<file path="src/rtl/bmp_dec_pkg.sv">
// Shared types and constants for the BMP stream pixel decoder.
// Holds the beat structs, the phase and status enums and header byte offsets; no dependencies.
`timescale 1ns / 1ps
`default_nettype none

package bmp_dec_pkg;

  localparam int unsigned MaxWidth  = 4096;
  localparam int unsigned MaxHeight = 4096;

  localparam int unsigned WidthW  = $clog2(MaxWidth + 1);
  localparam int unsigned HeightW = $clog2(MaxHeight + 1);
  localparam int unsigned IndexW  = 24;
  localparam int unsigned PosW    = 32;

  // Byte positions within the 54-byte header
  localparam logic [PosW-1:0] PosSigEnd    = 32'd1;
  localparam logic [PosW-1:0] PosOffsetEnd = 32'd13;
  localparam logic [PosW-1:0] PosWidthEnd  = 32'd21;
  localparam logic [PosW-1:0] PosHeightEnd = 32'd25;
  localparam logic [PosW-1:0] PosDepthEnd  = 32'd29;
  localparam logic [PosW-1:0] PosHdrEnd    = 32'd53;
  localparam logic [PosW-1:0] HdrBytes     = 32'd54;

  localparam logic [15:0] Signature = 16'h4D42;
  localparam logic [15:0] Depth24   = 16'd24;
  localparam logic [15:0] Depth32   = 16'd32;
  localparam logic [7:0]  OpaqueAlpha = 8'hFF;
  localparam logic [1:0]  AlphaByte   = 2'd3;
  localparam logic [1:0]  LastRgbByte = 2'd2;

  typedef enum logic [4:0] {
    PH_HEADER = 5'b00001,
    PH_SKIP   = 5'b00010,
    PH_PIXELS = 5'b00100,
    PH_PAD    = 5'b01000,
    PH_DONE   = 5'b10000
  } phase_e;

  typedef enum logic [1:0] {
    ST_PIXEL     = 2'd0,
    ST_BAD_SIG   = 2'd1,
    ST_BAD_DEPTH = 2'd2,
    ST_BAD_SIZE  = 2'd3
  } status_e;

  typedef struct packed {
    logic [7:0] data_byte;
    logic       start_of_file;
  } in_beat_t;

  typedef struct packed {
    logic [31:0]       color;
    logic [IndexW-1:0] pixel_index;
    status_e           status;
    logic              last;
  } out_beat_t;

endpackage

`default_nettype wire

</file>
<file path="src/rtl/bmp_stream_pixel_decoder.sv">
// BMP stream pixel decoder: one file byte per beat in, ARGB pixels with index out.
// Each result is registered and presented in the cycle after the byte that completes it is accepted.
// Throughput: one byte per cycle; input stalls only while a held result is not taken.
// Reset: asynchronous, active low; clears the parser to the header phase, no clearing pass.
// Depends on bmp_dec_pkg.
`timescale 1ns / 1ps
`default_nettype none

module bmp_stream_pixel_decoder (
  input  wire                         clk_i,
  input  wire                         rst_ni,
  input  wire                         in_valid_i,
  output logic                        in_ready_o,
  input  wire bmp_dec_pkg::in_beat_t  in_data_i,
  output logic                        out_valid_o,
  input  wire                         out_ready_i,
  output bmp_dec_pkg::out_beat_t      out_data_o
);
  import bmp_dec_pkg::*;

  phase_e              phase_q, phase_d, phase_c;
  logic [PosW-1:0]     pos_q, pos_d, pos_c;
  logic [31:0]         shift_q, shift_d, shift_c;
  logic [31:0]         offset_q, offset_d, offset_c;
  logic [WidthW-1:0]   width_q, width_d, width_c;
  logic [HeightW-1:0]  height_q, height_d, height_c;
  logic                bottom_up_q, bottom_up_d, bottom_up_c;
  logic                has_alpha_q, has_alpha_d, has_alpha_c;
  logic [1:0]          bip_q, bip_d, bip_c;
  logic [23:0]         cbytes_q, cbytes_d, cbytes_c;
  logic [WidthW-1:0]   column_q, column_d, column_c;
  logic [HeightW-1:0]  rows_q, rows_d, rows_c;
  logic [1:0]          pad_q, pad_d, pad_c;
  logic [IndexW-1:0]   row_base_q, row_base_d, row_base_c;
  logic                size_bad_q, size_bad_d, size_bad_c;

  logic                out_valid_q;
  out_beat_t           out_data_q;
  logic                emit;
  out_beat_t           result;

  logic                in_fire;
  logic                sof;
  logic [7:0]          b;
  logic [31:0]         shift_n;
  logic [31:0]         height_mag;
  logic [IndexW-1:0]   height_ext, width_ext, column_ext;
  logic [IndexW-1:0]   base_prod;
  logic [WidthW-1:0]   col_inc;
  logic [HeightW-1:0]  rows_inc;
  logic [1:0]          pad_next;

  assign in_ready_o  = !out_valid_q || out_ready_i;
  assign in_fire     = in_valid_i && in_ready_o;
  assign out_valid_o = out_valid_q;
  assign out_data_o  = out_data_q;

  assign sof = in_data_i.start_of_file;
  assign b   = in_data_i.data_byte;

  // Start of file restarts the parser before this byte is taken as byte 0
  always_comb begin
    phase_c     = sof ? PH_HEADER : phase_q;
    pos_c       = sof ? '0 : pos_q;
    shift_c     = sof ? '0 : shift_q;
    offset_c    = sof ? '0 : offset_q;
    width_c     = sof ? '0 : width_q;
    height_c    = sof ? '0 : height_q;
    bottom_up_c = sof ? 1'b0 : bottom_up_q;
    has_alpha_c = sof ? 1'b0 : has_alpha_q;
    bip_c       = sof ? '0 : bip_q;
    cbytes_c    = sof ? '0 : cbytes_q;
    column_c    = sof ? '0 : column_q;
    rows_c      = sof ? '0 : rows_q;
    pad_c       = sof ? '0 : pad_q;
    row_base_c  = sof ? '0 : row_base_q;
    size_bad_c  = sof ? 1'b0 : size_bad_q;
  end

  assign shift_n    = {b, shift_c[31:8]};
  assign height_mag = shift_n[31] ? (~shift_n + 32'd1) : shift_n;
  assign height_ext = IndexW'(height_c) - IndexW'(1);
  assign width_ext  = IndexW'(width_c);
  assign column_ext = IndexW'(column_c);
  assign base_prod  = height_ext * width_ext;
  assign col_inc    = column_c + WidthW'(1);
  assign rows_inc   = rows_c + HeightW'(1);
  // Row padding: 3*width mod 4 is set by the low two width bits
  assign pad_next   = 2'(3'd4 - 3'(2'(width_c[1:0] * 2'd3)));

  always_comb begin
    phase_d     = phase_c;
    pos_d       = pos_c + PosW'(1);
    shift_d     = shift_c;
    offset_d    = offset_c;
    width_d     = width_c;
    height_d    = height_c;
    bottom_up_d = bottom_up_c;
    has_alpha_d = has_alpha_c;
    bip_d       = bip_c;
    cbytes_d    = cbytes_c;
    column_d    = column_c;
    rows_d      = rows_c;
    pad_d       = pad_c;
    row_base_d  = row_base_c;
    size_bad_d  = size_bad_c;
    emit        = 1'b0;
    result      = '{color: '0, pixel_index: '0, status: ST_PIXEL, last: 1'b0};

    case (phase_c)
      PH_HEADER: begin
        shift_d = shift_n;
        if (pos_c == PosSigEnd && shift_n[31:16] != Signature) begin
          phase_d = PH_DONE;
          emit    = 1'b1;
          result  = '{color: '0, pixel_index: '0, status: ST_BAD_SIG, last: 1'b1};
        end
        if (pos_c == PosOffsetEnd) begin
          offset_d = shift_n;
        end
        if (pos_c == PosWidthEnd) begin
          if (shift_n[31] || shift_n == '0 || shift_n > 32'(MaxWidth)) begin
            size_bad_d = 1'b1;
          end else begin
            width_d = shift_n[WidthW-1:0];
          end
        end
        if (pos_c == PosHeightEnd) begin
          bottom_up_d = !shift_n[31];
          if (height_mag == '0 || height_mag > 32'(MaxHeight)) begin
            size_bad_d = 1'b1;
          end else begin
            height_d = height_mag[HeightW-1:0];
          end
        end
        if (pos_c == PosDepthEnd) begin
          if (shift_n[31:16] != Depth24 && shift_n[31:16] != Depth32) begin
            phase_d = PH_DONE;
            emit    = 1'b1;
            result  = '{color: '0, pixel_index: '0, status: ST_BAD_DEPTH, last: 1'b1};
          end else begin
            has_alpha_d = (shift_n[31:16] == Depth32);
          end
        end
        if (pos_c == PosHdrEnd) begin
          if (size_bad_c || offset_c < HdrBytes) begin
            phase_d = PH_DONE;
            emit    = 1'b1;
            result  = '{color: '0, pixel_index: '0, status: ST_BAD_SIZE, last: 1'b1};
          end else begin
            row_base_d = bottom_up_c ? base_prod : '0;
            phase_d    = (offset_c == HdrBytes) ? PH_PIXELS : PH_SKIP;
          end
        end
      end
      PH_SKIP: begin
        if (pos_d == offset_c) begin
          phase_d = PH_PIXELS;
        end
      end
      PH_PAD: begin
        pad_d = pad_c - 2'd1;
        if (pad_c == 2'd1) begin
          phase_d = PH_PIXELS;
        end
      end
      PH_PIXELS: begin
        if (bip_c != AlphaByte) begin
          cbytes_d[bip_c*8 +: 8] = b;
        end
        if (bip_c != (has_alpha_c ? AlphaByte : LastRgbByte)) begin
          bip_d = bip_c + 2'd1;
        end else begin
          emit               = 1'b1;
          result.color       = {has_alpha_c ? b : OpaqueAlpha, cbytes_d};
          result.pixel_index = row_base_c + column_ext;
          bip_d              = '0;
          cbytes_d           = '0;
          column_d           = col_inc;
          if (col_inc >= width_c) begin
            column_d = '0;
            rows_d   = rows_inc;
            if (rows_inc >= height_c) begin
              result.last = 1'b1;
              phase_d     = PH_DONE;
            end else begin
              row_base_d = bottom_up_c ? row_base_c - width_ext : row_base_c + width_ext;
              pad_d      = has_alpha_c ? 2'd0 : pad_next;
              if (!has_alpha_c && pad_next != 2'd0) begin
                phase_d = PH_PAD;
              end
            end
          end
        end
      end
      PH_DONE: begin
        // drop bytes until the next start of file
      end
      default: begin
        phase_d = PH_DONE;
      end
    endcase
  end

  always_ff @(posedge clk_i or negedge rst_ni) begin
    if (!rst_ni) begin
      phase_q     <= PH_HEADER;
      pos_q       <= '0;
      shift_q     <= '0;
      offset_q    <= '0;
      width_q     <= '0;
      height_q    <= '0;
      bottom_up_q <= 1'b0;
      has_alpha_q <= 1'b0;
      bip_q       <= '0;
      cbytes_q    <= '0;
      column_q    <= '0;
      rows_q      <= '0;
      pad_q       <= '0;
      row_base_q  <= '0;
      size_bad_q  <= 1'b0;
      out_valid_q <= 1'b0;
    end else begin
      if (in_fire) begin
        phase_q     <= phase_d;
        pos_q       <= pos_d;
        shift_q     <= shift_d;
        offset_q    <= offset_d;
        width_q     <= width_d;
        height_q    <= height_d;
        bottom_up_q <= bottom_up_d;
        has_alpha_q <= has_alpha_d;
        bip_q       <= bip_d;
        cbytes_q    <= cbytes_d;
        column_q    <= column_d;
        rows_q      <= rows_d;
        pad_q       <= pad_d;
        row_base_q  <= row_base_d;
        size_bad_q  <= size_bad_d;
        out_valid_q <= emit;
      end else if (out_ready_i) begin
        out_valid_q <= 1'b0;
      end
    end
  end

  // Result payload: load only when a beat produces a result
  always_ff @(posedge clk_i) begin
    if (in_fire && emit) begin
      out_data_q <= result;
    end
  end

endmodule

`default_nettype wire

</file>
<file path="config.mk">
export PLATFORM = sky130hd
export DESIGN_NAME = bmp_stream_pixel_decoder
export DESIGN_NICKNAME = d
export VERILOG_FILES = /design/src/rtl/bmp_dec_pkg.sv /design/src/rtl/bmp_stream_pixel_decoder.sv
export SDC_FILE = /design/constraint.sdc
export NUM_CORES = 1
export LEC_CHECK = 0
export BUFFER_PORTS_ARGS = -buffer_cell sky130_fd_sc_hd__clkbuf_2
export CAP_MARGIN = 5
export CORE_ASPECT_RATIO = 1.25
export CORE_MARGIN = 8
export CORE_UTILIZATION = 55
export DETAILED_ROUTE_END_ITERATION = 8
export GPL_TIMING_DRIVEN = 0
export PLACE_DENSITY = 0.72
export SLEW_MARGIN = 20
export SYNTH_ARGS = -nofsm -noshare
export SYNTH_HDL_FRONTEND = slang
export SYNTH_SLANG_ARGS = --single-unit
export TNS_END_PERCENT = 10
</file>
<file path="constraint.sdc">
create_clock -name clk_i -period 10.4 [get_ports clk_i]
set_clock_uncertainty 0.2 [all_clocks]
set_input_delay 1.04 -clock clk_i [delete_from_list [all_inputs] [get_ports clk_i]]
set_output_delay 1.04 -clock clk_i [all_outputs]
set_load 0.005 [all_outputs]
</file>
### Yosys cells after proc, flatten, opt, wreduce, memory -nomap -nowiden

Cells that the tools add are included.

| storage, ports and cells | value |
|---|---|
| flip-flop bits (word level) | 260 |
| output and inout port bits | 61 |
| word-level logic and storage cells | 174 |

| operators by class | value |
|---|---|
| add/subtract/negate cells | 12 |
| $mul | 2 |
| $lt $le $gt $ge | 5 |
| eq/ne operators | 20 |
| shifts and indexed selects | 2 |
| mux-type cells | 95 |
| bitwise logic cells | 1 |
| reductions and logical operators | 17 |

Operators with widths:

| kind | number |
|---|---|
| 24-bit two-way mux | 12 |
| 59-bit two-way mux | 4 |
| 32-bit two-way mux | 7 |
| 13-bit two-way mux | 16 |
| 56-bit case mux with 2 select lines | 1 |
| 32-bit by 5-bit equality test with 1-bit output (second input constant) | 3 |
| 32-bit by 1-bit adder with 32-bit output (second input constant) | 2 |
| 32-bit by 6-bit equality test with 1-bit output (second input constant) | 2 |
| 32-bit by 13-bit > comparator with 1-bit output (second input constant) | 2 |
| 32-bit logical NOT | 2 |
| 5-bit two-way mux | 12 |
| 56-bit two-way mux | 1 |
| 24-bit by 13-bit adder with 24-bit output | 2 |
| 24-bit case mux with 2 select lines | 1 |
| 5-bit negation with 34-bit output | 1 |
| 8-bit by 34-bit variable shift with 24-bit output (first input constant) | 1 |
| 8-bit by 34-bit indexed part select with 24-bit output | 1 |
| 32-bit by 1-bit equality test with 1-bit output (second input constant) | 1 |
| 32-bit equality test | 1 |
| 32-bit by 4-bit equality test with 1-bit output (second input constant) | 1 |
| 32-bit by 6-bit less-than comparator with 1-bit output (second input constant) | 1 |
| 32-bit NOT | 1 |
| 13-bit by 1-bit adder with 13-bit output (second input constant) | 2 |
| 13-bit >= comparator | 2 |
| other kinds (31) | 75 |

### Longest topological paths before layout

| depth | value |
|---|---|
| word-level depth | 10 |
| depth in mapped cells | 37 |
| depth with buffers taken out | 28 |

### Least setup slack after synthesis

No wires, ideal clock.

| timing path | value |
|---|---|
| path kind | in2reg |
| start | input port in_data_i[0] (netlist bit) |
| end | register row_base_q[23] |
| arrival time | 8.993 ns |
| required time | 10.071 ns |
| setup slack | 1.078 ns |
| stages | 34 |
| buffers on the path | 9 |
| path through | buf_2 buf_2 inv_1 buf_2 buf_2 buf_2 buf_1 clkbuf_1 clkbuf_1 nand2_1 ha_1 clkbuf_1 nand3_1 xor2_1 nand2_1 fa_1 inv_1 fa_1 fa_1 fa_1 fa_1 inv_1 fa_1 inv_1 ha_1 a21o_1 a211oi_1 o21bai_1 a21o_1 o211ai_1 a21oi_1 o21bai_1 a21oi_1 a2111o_1 |

| on the way | value |
|---|---|
| word-level cells in the longest chain between the ends | 7 |

Ends and longest elaborated chain:

| element | RTL line | source |
|---|---|---|
| start, declared | bmp_stream_pixel_decoder.sv:14 | `input wire bmp_dec_pkg::in_beat_t in_data_i,` |
| 13-bit two-way mux (tied with other cells) | bmp_stream_pixel_decoder.sv:68 | `height_c = sof ? '0 : height_q;` |
| 13-bit by 1-bit subtractor with 14-bit output (tied with other cells) | bmp_stream_pixel_decoder.sv:82 | `assign height_ext = IndexW'(height_c) - IndexW'(1);` |
| 14-bit by 14-bit multiplier with 24-bit output (tied with other cells) | bmp_stream_pixel_decoder.sv:85 | `assign base_prod = height_ext * width_ext;` |
| 24-bit two-way mux (on tied branches) | bmp_stream_pixel_decoder.sv:151, bmp_stream_pixel_decoder.sv:183 |  |
| 24-bit two-way mux (on tied branches) | bmp_stream_pixel_decoder.sv:146, bmp_stream_pixel_decoder.sv:180 |  |
| 24-bit two-way mux (on tied branches) | bmp_stream_pixel_decoder.sv:145, bmp_stream_pixel_decoder.sv:171 |  |
| 24-bit case mux with 2 select lines (*) | bmp_stream_pixel_decoder.sv:110 | `case (phase_c)` |
| end signal, assigned | bmp_stream_pixel_decoder.sv:238 | `row_base_q <= row_base_d;` |
| end, declared | bmp_stream_pixel_decoder.sv:34 | `logic [IndexW-1:0] row_base_q, row_base_d, row_base_c;` |

Mark *: on every way between the ends. The rest lies on a longest branch, timed or not.
A chain may end at the register's enable or synchronous reset.

### Worst setup path in the final report

Ends and elaborated chain as after synthesis.

==> qor.csv <==
metric,value,unit
cap_violations,0,
drt-wirelength-per-cell,24.9,um
initial_core_util,0.555,
worst_r2r_startpoint,height_q[3],
max_stage_delay,0.59,ns
ys_top_cells_by_area,"dfrtp_1, fa_1, edfxtp_1",
gr-total-overflow,0,
layout.cells.non_filler,3665,
rrSetupSlack,1.56,ns
via_per_inst,6.49,
powerDensity,113,nW/um^2
clk_pin_slew,0.07,ns
core,44800,um^2
final_antenna_net_count,0,
dr.pass1.iters,6,
place_congestion,1.01,
clock_latency,0.59,ns
nets,3369,
cts_buffers,30,
cp_slowest_cell,fa_1,
synthArstFlopShare,0.773,
grt_first_pass_wirelength,141000,um
routed_wl,91300,um
maxSlewViolCount,0,
grt_pass1_vias,23839,
syn_area_per_cell,8.41,um^2
synthFlopType,dfrtp_1,
ios,74,
ys_ff_latch,260,
grt_usage,0.349,
std_cell_rows,87,
reg2regPathDepth,24,
yosysWarnings,0,
numPortBuffers,72,
outcome,completed,
arrival,10.48,ns
crit_type,input port to flip-flop,
final_cell_area,27200,um^2
cpMostUsedCell,fa_1,
finalHoldViolations,0,
synth_edf_count,59,
setup-violations-final,0,
vias,23789,
dp.final_hpwl,70700,um
syn_inst,2959,
tritoncts,done,
ir_drop,159,uV
htree_levels,1,
grt_max_degree,90,
hp-class,input port to async pin,
min_period,10.15,ns
max_slew_margin,0.198,
place_area,26100,um^2
area_delta_synth_final,9.53,%
ys_seq_area_frac,0.273,
die_w,206,um
yosysMostFrequentCell,nand2_1,
drive_gt1_frac,0.0722,
die_area,52300,um^2
die_h,254,um
cpLargestDelayFamily,buffers and inverters,
clock_path_buffers,3,
path_buf_inv,13,
cp-start-kind,input port,
place_inst,3613,
rsz0062_at_grt,false,
diodes,0,
p_leak,12.3,nW
antenna_found_initial,0,
synthesis.area,24900,um^2
fin_ws,0.250,ns
netlist-cell-type-count,95,
drc_errors,0,
clkSinkCount,260,
required,10.73,ns
endpoint_kind,flip-flop,
worstMarginPinSlew,1.20,ns
syn-num-nets,3264,
fin_crit_sh,0.976,
tns,0,ns
synth_top_area_frac,0.201,
rr_endpoint,row_base_q[23],
cts_root_buffer,clkbuf_16,
dpl_worst_slack,-2.85,ns
ctsHoldBuffers,0,
synth_area_leader_cell,dfrtp_1,
drt_iter0_drc,2570,
worstPathMaxFanout,10,
synth_common_cells,"nand2_1, nor2_1, inv_1, dfrtp_1, o21ai_0",
clock.fmax,98.5,MHz
setup.worst_path.start,in_data_i[0],
cells by family after synthesis:
logic type / share of synthesized area
AOI/OAI and AO/OA: 0.192
muxes: 0.0127
and+or+nand+nor: 0.206
xor gates and xnor gates: 0.0537
DFF: 0.273
buffers and inverters: 0.0684
adders and majority gates: 0.194
registers in the layout, summed over array words and instances, names as in the netlist:
name         cells
has_alpha_q      1
out_valid_o      1
width_q         13
out_data_o      59
height_q        13
pad_q            2
size_bad_q       1
cbytes_q        24
shift_q         24
column_q        13
pos_q           32
rows_q          13
offset_q        32
bottom_up_q      1
bip_q            2
phase_q          5
row_base_q      24
stage by stage:
step / total power, mW / utilization / hold WS [ns]
after floorplan: 1.64 / - / 0.231
after global placement: 1.92 / 0.579 / 0.245
after detailed placement: 1.93 / 0.582 / 0.252
after CTS: 3.06 / 0.607 / 0.153
after global routing: 3.18 / 0.608 / 0.170
final: 3.09 / 0.608 / 0.150
per-layer routing:
layer,GRT usage,up-vias,part of all wire
met1,0.418,11641,0.37
met2,0.568,1261,0.46
met5,0,-,0
met3,0.0546,363,0.082
met4,0.248,0,0.081
li1,-,10524,-
worst reg2reg max path, delay by kind of cell (launching register included):
| family | cells | cell delay (ns) |
|---|---|---|
| buffers and inverters | 4 | 0.30 |
| AOI/OAI and AO/OA | 3 | 1.29 |
| adders and majority gates | 6 | 3.11 |
| and+or+nand+nor | 5 | 1.83 |
| xor gates and xnor gates | 6 | 1.61 |
| DFF | 1 | 0.44 |
report_power, final:
part	total (mW)	internal, mW	leakage (nW)	switching (mW)
clock	1.13	0.658	0.510	0.475
combinational	0.806	0.232	8.47	0.574
sequential	1.15	1.10	3.34	0.0532
cell type report:
type | count | area (um^2)
Tap cell | 578 | 723
Fill cell | 4065 | 17600
Multi-Input combinational cell | 2262 | 16500
Buffer | 178 | 767
Timing Repair Buffer | 77 | 467
Inverter | 255 | 961
Clock inverter | 20 | 225
Sequential cell | 260 | 6800
Clock buffer | 35 | 811
cells in the final DEF, fill, tap and decap left out, types with 61 or more instances in the layout:
| cell type | synthesis | layout |
|---|---|---|
| inv_1 | 250 | 248 |
| a21oi_1 | 134 | 133 |
| xnor2_1 | 92 | 89 |
| nor3_1 | 85 | 84 |
| a22oi_1 | 90 | 89 |
| fa_1 | 157 | 157 |
| ha_1 | 135 | 135 |
| nor2_1 | 282 | 280 |
| o21ai_0 | 193 | 193 |
| dfrtp_1 | 200 | 200 |
| nand3_1 | 61 | 61 |
| nand2_1 | 352 | 352 |
| nor2b_1 | 70 | 70 |
| clkbuf_2 | 0 | 74 |
| clkbuf_1 | 153 | 145 |
worst max path at each step:
stage,to,slack [ns],cells after the start
floorplan,row_base_q[23],1.08,34
detailed placement,row_base_q[23],-2.85,35
global placement,row_base_q[23],-2.85,35
finish,row_base_q[23],0.25,30
global route,row_base_q[23],0.04,30
CTS,row_base_q[23],0.1,30
timing repair:
action | CTS | global route
buffers inserted | 1 | 0
gates resized for setup | 27 | 8
setup endpoints to repair | 24 | 3
No activity file was read; power rests on OpenSTA's default activity.
